<file path="src/hdl/fnet_pkg.sv">
package fnet_pkg;

  localparam int FRAME_SIDE = 256;
  localparam int PIX_W      = 8;
  localparam int OUT_W      = 8;
  localparam int COORD_W    = (FRAME_SIDE > 1) ? $clog2(FRAME_SIDE) : 1;
  localparam int NUM_BUFS   = 3;
  localparam int MAX_RES    = 3;
  localparam int STORE_DEPTH = NUM_BUFS * FRAME_SIDE;
  localparam int STORE_AW    = $clog2(STORE_DEPTH);

  typedef logic [PIX_W-1:0]    pix_t;
  typedef logic [COORD_W-1:0]  coord_t;
  typedef logic [1:0]          buf_sel_t;
  typedef logic [1:0]          res_cnt_t;
  typedef logic [STORE_AW-1:0] store_addr_t;

  localparam coord_t LAST_IDX     = COORD_W'(FRAME_SIDE - 1);
  localparam pix_t   EDGE_VAL     = 8'd0;
  localparam pix_t   FLAT_VAL     = 8'd255;
  localparam pix_t   THRESH_RESET = 8'd30;

  typedef struct packed {
    logic [OUT_W-1:0] row;
    logic [OUT_W-1:0] col;
    pix_t             pixel;
    logic             done;
  } res_t;

  // results of one pixel transaction, handed to the output queue
  typedef struct packed {
    logic                   load;
    res_cnt_t               n;
    res_t [MAX_RES-1:0]     slot;
  } res_load_t;

  // access of the row buffers for one accepted pixel
  typedef struct packed {
    logic     en;
    buf_sel_t sel;
    coord_t   col;
    logic     at_last;
    pix_t     wr_data;
  } line_ctl_t;

  function automatic buf_sel_t sel_prev(input buf_sel_t s);
    return (s == 2'd0) ? buf_sel_t'(NUM_BUFS - 1) : s - 2'd1;
  endfunction

  function automatic buf_sel_t sel_next(input buf_sel_t s);
    return (s == buf_sel_t'(NUM_BUFS - 1)) ? 2'd0 : s + 2'd1;
  endfunction

endpackage

</file>
<file path="src/hdl/fnet_res_if.sv">
interface fnet_res_if;
  logic                       valid;
  logic                       ready;
  logic [fnet_pkg::OUT_W-1:0] out_row;
  logic [fnet_pkg::OUT_W-1:0] out_col;
  logic [fnet_pkg::PIX_W-1:0] out_pixel;
  logic                       frame_done;

  modport source (output valid, output out_row, output out_col, output out_pixel,
                  output frame_done, input ready);
  modport sink   (input valid, input out_row, input out_col, input out_pixel,
                  input frame_done, output ready);
endinterface

</file>
<file path="src/hdl/fnet_res_queue.sv">
module fnet_res_queue (
  input  logic                clk,
  input  logic                rst,
  input  fnet_pkg::res_load_t ld,
  output logic                can_load,
  fnet_res_if.source          res
);

  fnet_pkg::res_t   q [fnet_pkg::MAX_RES];
  fnet_pkg::res_cnt_t cnt;
  logic             pop;

  assign res.valid      = (cnt != 2'd0);
  assign res.out_row    = q[0].row;
  assign res.out_col    = q[0].col;
  assign res.out_pixel  = q[0].pixel;
  assign res.frame_done = q[0].done;

  assign pop      = res.valid && res.ready;
  assign can_load = (cnt == 2'd0) || ((cnt == 2'd1) && pop);

  always_ff @(posedge clk) begin
    if (rst) begin
      cnt <= '0;
    end else if (ld.load) begin
      cnt <= ld.n;
    end else if (pop) begin
      cnt <= cnt - 2'd1;
    end
  end

  // payload: load the new set, otherwise shift towards the head on a transaction
  always_ff @(posedge clk) begin
    if (ld.load) begin
      for (int i = 0; i < fnet_pkg::MAX_RES; i++) begin
        q[i] <= ld.slot[i];
      end
    end else if (pop) begin
      for (int i = 0; i < fnet_pkg::MAX_RES - 1; i++) begin
        q[i] <= q[i+1];
      end
    end
  end

endmodule
</file>
<file path="src/flat_wrapper.sv">
// flat-port wrapper written by rule: the top's interface ports become plain ports
module fnet_res_queue_flat 
  (clk, rst, ld, can_load, res_valid, res_out_row, res_out_col, res_out_pixel, res_frame_done, res_ready);
  fnet_res_if res_i ();
  input  logic clk;
  input  logic rst;
  input  fnet_pkg::res_load_t ld;
  output logic can_load;
  output wire logic [$bits(res_i.valid)-1:0] res_valid;
  output wire logic [$bits(res_i.out_row)-1:0] res_out_row;
  output wire logic [$bits(res_i.out_col)-1:0] res_out_col;
  output wire logic [$bits(res_i.out_pixel)-1:0] res_out_pixel;
  output wire logic [$bits(res_i.frame_done)-1:0] res_frame_done;
  input wire logic [$bits(res_i.ready)-1:0] res_ready;
  assign res_valid = res_i.valid;
  assign res_out_row = res_i.out_row;
  assign res_out_col = res_i.out_col;
  assign res_out_pixel = res_i.out_pixel;
  assign res_frame_done = res_i.frame_done;
  assign res_i.ready = res_ready;
  fnet_res_queue u_core (.clk(clk), .rst(rst), .ld(ld), .can_load(can_load), .res(res_i));
endmodule
</file>
<file path="config.mk">
export PLATFORM = sky130hd
export DESIGN_NAME = fnet_res_queue_flat
export DESIGN_NICKNAME = d
export VERILOG_FILES = /design/src/hdl/fnet_pkg.sv /design/src/hdl/fnet_res_if.sv /design/src/hdl/fnet_res_queue.sv /design/src/flat_wrapper.sv
export SDC_FILE = /design/constraint.sdc
export NUM_CORES = 1
export LEC_CHECK = 0
export ABC_AREA = 1
export BUFFER_PORTS_ARGS = -buffer_cell sky130_fd_sc_hd__buf_2
export CAP_MARGIN = 10
export CORE_UTILIZATION = 50
export CTS_CLUSTER_SIZE = 24
export DETAILED_ROUTE_END_ITERATION = 12
export PLACE_DENSITY_LB_ADDON = 0.05
export SETUP_SLACK_MARGIN = 0.2
export SLEW_MARGIN = 20
export SYNTH_ARGS = -nofsm -noshare
export SYNTH_HDL_FRONTEND = slang
export SYNTH_SLANG_ARGS = --single-unit
</file>
<file path="constraint.sdc">
create_clock -name clk -period 2.7 [get_ports clk]
set_clock_uncertainty 0.05 [all_clocks]
set_input_delay 0.27 -clock clk [delete_from_list [all_inputs] [get_ports clk]]
set_output_delay 0.27 -clock clk [all_outputs]
set_load 0.02 [all_outputs]
</file>
# [Word level (Yosys, flattened, before mapping)]
# Memory sizes are Yosys's and may differ from the RTL's.
# Index checks and enable logic that the tools add are counted.
[op_classes] n_eq_ne=1 add_sub_neg=1 n_mux=9 n_bitwise=2 reduce_logical=6
[op_table] cell="25-bit two-way mux" count=2
[op_table] cell="1-bit two-way mux" count=5
[op_table] cell="2-bit two-way mux" count=2
[op_table] cell="2-bit nonzero test" count=2
[op_table] cell="2-bit by 1-bit equality test with 1-bit output, second input constant" count=1
[op_table] cell="1-bit logical AND" count=2
[op_table] cell="2-bit zero test" count=1
[op_table] cell="1-bit OR" count=2
[op_table] cell="2-bit by 1-bit subtractor with 2-bit output, second input constant" count=1
[op_table] cell="1-bit logical OR" count=1
[totals] ff_bits=2 out_inout_bits=27 n_memories=1 mem_bits_rw=75 elab_cells=21
[mem_list] memory="u_core.q" words=3 width=25 read_ports=3 rd_clocked_by_memory_dff=0 wr=3 line="fnet_res_queue.sv:9" source="fnet_pkg::res_t q [fnet_pkg::MAX_RES];"

# [Depth between registers and ports, before layout]
[logic_depth] ltp_word=6 ltp_mapped=8 depth_no_buf=8

# [Least setup slack after synthesis]
# No wires, ideal clock.
[synth_path] path_type="reg-to-reg" startpoint="register u_core.cnt[0]" endpoint="memory u_core.q[0][0] (netlist name) (enable)" setup_ps=411 path_buffers=0 setup_slack_ps=290 path_stages_with_launch=6 arrival_ps=1949 period_less_slack_ps=2410 cell_sequence="dfxtp_1 -> inv_1 -> ha_1 -> inv_2 -> nand2_1 -> nand2_1"
[synth_lines] item="start: declaration" line="fnet_res_queue.sv:10" source="fnet_pkg::res_cnt_t cnt;"
[synth_lines] item="start signal: assignment" line="fnet_res_queue.sv:26" source="cnt <= ld.n;"
[synth_lines] item="start signal: assignment" line="fnet_res_queue.sv:28" source="cnt <= cnt - 2'd1;"
[synth_lines] item="end: declaration" line="fnet_res_queue.sv:9"

==> qor.yml <==
clocking:
  cts_tree: "yes"
  cts_buffers: 9
  clockBufferDepth: 2
  htree_num_levels: 3
  cts_resized: 0
  clk_pin_slew_worst_paths_ps: 80
  root_buffer: "clkbuf_8"
  clock_latency_ps: 330
  cts_setup_buffers: 0
  numClockSinks: 77
  ctsHoldBuffers: 0
place:
  portBuffers: 107
  place_inst: 460
  placed_area_sq_mm: 0.00395
  gp_congestion: 0.773
  dp_hpwl_mm: 3.61
yosys:
  ys_warn_count: 0
  synth_seq_area_share: 0.649
  synth_cells: 288
  syn_area_per_cell_sq_um: 12.3
  yosys.area_share.simple: 0.0754
  synth_compound_area_frac: 0.125
  synthAdderAreaFrac: 0.00708
  synth_nets: 371
  synth_mux_area_frac: 0
  yosysTopAreaCell: "edfxtp_1"
  synth_area_leaders: "edfxtp_1, o21ai_2, nand2_1"
  netlist_area_sq_mm: 0.00353
  ys_types: 13
  ys_seq_elements: 77
  yosys.area.top_type_share: 0.637
  synth_xor_area_frac: 0
  synth_top_family_by_area: "buffers and inverters"
sta:
  fin_hold_ws_ps: 54.9
  grt_setup_unrepaired: "no"
  clock.fmax_mhz: 519
  max_slew_margin: 0.714
  worst_pin_slew_ps: 429
  slew_violations: 0
  fin_crit_sh: 0.713
  hold_viol_final: 0
  setup_viol: 0
  fin_crit_ps: 1930
  setup_tns_ps: 0
global_routing:
  top_usage_layer: "met2"
  grt_use_met3: 0.0568
  grt_use_met1: 0.190
  grt_max_degree: 71
  grt_overflow_total: 0
  first_global_vias: 1875
  grt.met2_usage: 0.245
  antenna_found_initial: 0
  grt_pass1_wl_mm: 8.42
  grt_use_total: 0.155
flow_run:
  max-cap-violations: 0
final_layout:
  postLayoutCoreUtil: 0.602
  drive_gt1_frac: 0.456
  final_cells: 475
  syn_to_final_growth_pct: 15.8
  post-route-cell-area_sq_mm: 0.00409
  fin_nets: 458
  num_antenna_cells: 0
floorplan:
  fp.dieH_um: 86.1
  num_rows: 30
  core-area_sq_mm: 0.00679
  dieArea_sq_mm: 0.00741
  ios: 108
  start_util: 0.520
  die_w_um: 86.1
worst_setup_path:
  crit_fanout: 70
  rr_worst_depth: 7
  cp_data_required_time_ps: 2740
  criticalPathCategory: "flop to flop"
  cp.arrival_ps: 1970
  startpoint_type: "flop"
  crit_path_end_kind: "flop"
route:
  firstDrtPassIters: 4
  route.detailed.drc: 0
  drtAntennaViolNets: 0
  vias: 2040
  drtIter0Drc: 112
  viasPerCell: 4.29
  wl_per_cell_um: 10.9
  finalWirelength_mm: 5.16
power:
  cellPowerDensity_mw_per_mm2: 624
  ir_worst_vdd_mv: 0.321
  p_leak_nw: 1.94
worst_hold_path:
  hold_class: "input pin to flop"
  min_path_cells: 1
run_status:
  status: "finished clean"
[layout make-up]
class / count / area [sq um]
well taps: 96 / 120
repair buffers: 110 / 583
multi-input cells: 120 / 737
fillers: 584 / 2700
inverters: 57 / 214
clock inverters: 5 / 18.8
flip-flops and latches: 77 / 2290
clock buffers: 10 / 128
[worst max-delay path, stage by stage, from the launching register on]
cell	delay (ps)
dfxtp_1	370
inv_1	60
ha_1	200
inv_2	90
nand3_4	330
buf_12	350
nand2_1	120
o21ai_2	60
[cells by family after synthesis]
| family | Yosys count |
|---|---|
| buffers and inverters | 91 |
| DFF | 77 |
| and+or+nand+nor | 67 |
| AOI/OAI and AO/OA | 51 |
| adders and majority gates | 2 |
[cells in the final DEF (no fill, tap or decap)]
cell type / n
buf_2: 107
nand3_4: 1
clkbuf_8: 9
edfxtp_1: 75
nand2_2: 1
o21ai_2: 50
clkinv_1: 5
nand2_1: 60
buf_12: 2
o21ai_0: 1
clkbuf_1: 1
buf_4: 1
inv_1: 55
nand3_1: 1
dfxtp_1: 2
nor2_1: 4
ha_1: 2
inv_2: 2
[path summary, 6_finish.rpt]
path,startpoint,end,slack (ps)
max,u_core.cnt[0]$_SDFFE_PP0P_,u_core.q[0][17]$_DFFE_PP_,770
min,ld[54],u_core.q[1][4]$_DFFE_PP_,50
max reg2reg,u_core.cnt[0]$_SDFFE_PP0P_,u_core.q[0][17]$_DFFE_PP_,770
min reg2reg,u_core.cnt[0]$_SDFFE_PP0P_,u_core.cnt[0]$_SDFFE_PP0P_,490
[synth_stat cells (all sizes together)]
cell type	number
edfxtp	75
o21ai	51
nand3	2
dfxtp	2
inv	57
ha	2
buf	34
nand2	61
nor2	4
[through the flow]
stage                     worst slack, ps  power (mW)
after floorplan                       290        1.82
after global placement                820        1.89
after detailed placement              770        1.90
after CTS                             768        2.59
after global routing                  595        2.68
final                                 774        2.55
[report_power, final]
group / leakage (nW) / total, mW / switching, mW / internal [mW]
Combinational: 1.10 / 0.382 / 0.239 / 0.142
Sequential: 0.763 / 1.48 / 0.0267 / 1.45
Clock: 0.0737 / 0.691 / 0.377 / 0.314
Total: 1.94 / 2.55 / 0.643 / 1.91
[state kept, by name, indices dropped and copies added (netlist names)]
register / flops
u_core.q: 75
u_core.cnt: 2
[metal layers]
layer,share of wire,vias to the layer above
met3,0.066,10
met4,0.017,0
met5,0,-
met1,0.45,878
li1,-,1083
met2,0.47,69
No activity file was read; power rests on OpenSTA's default activity.
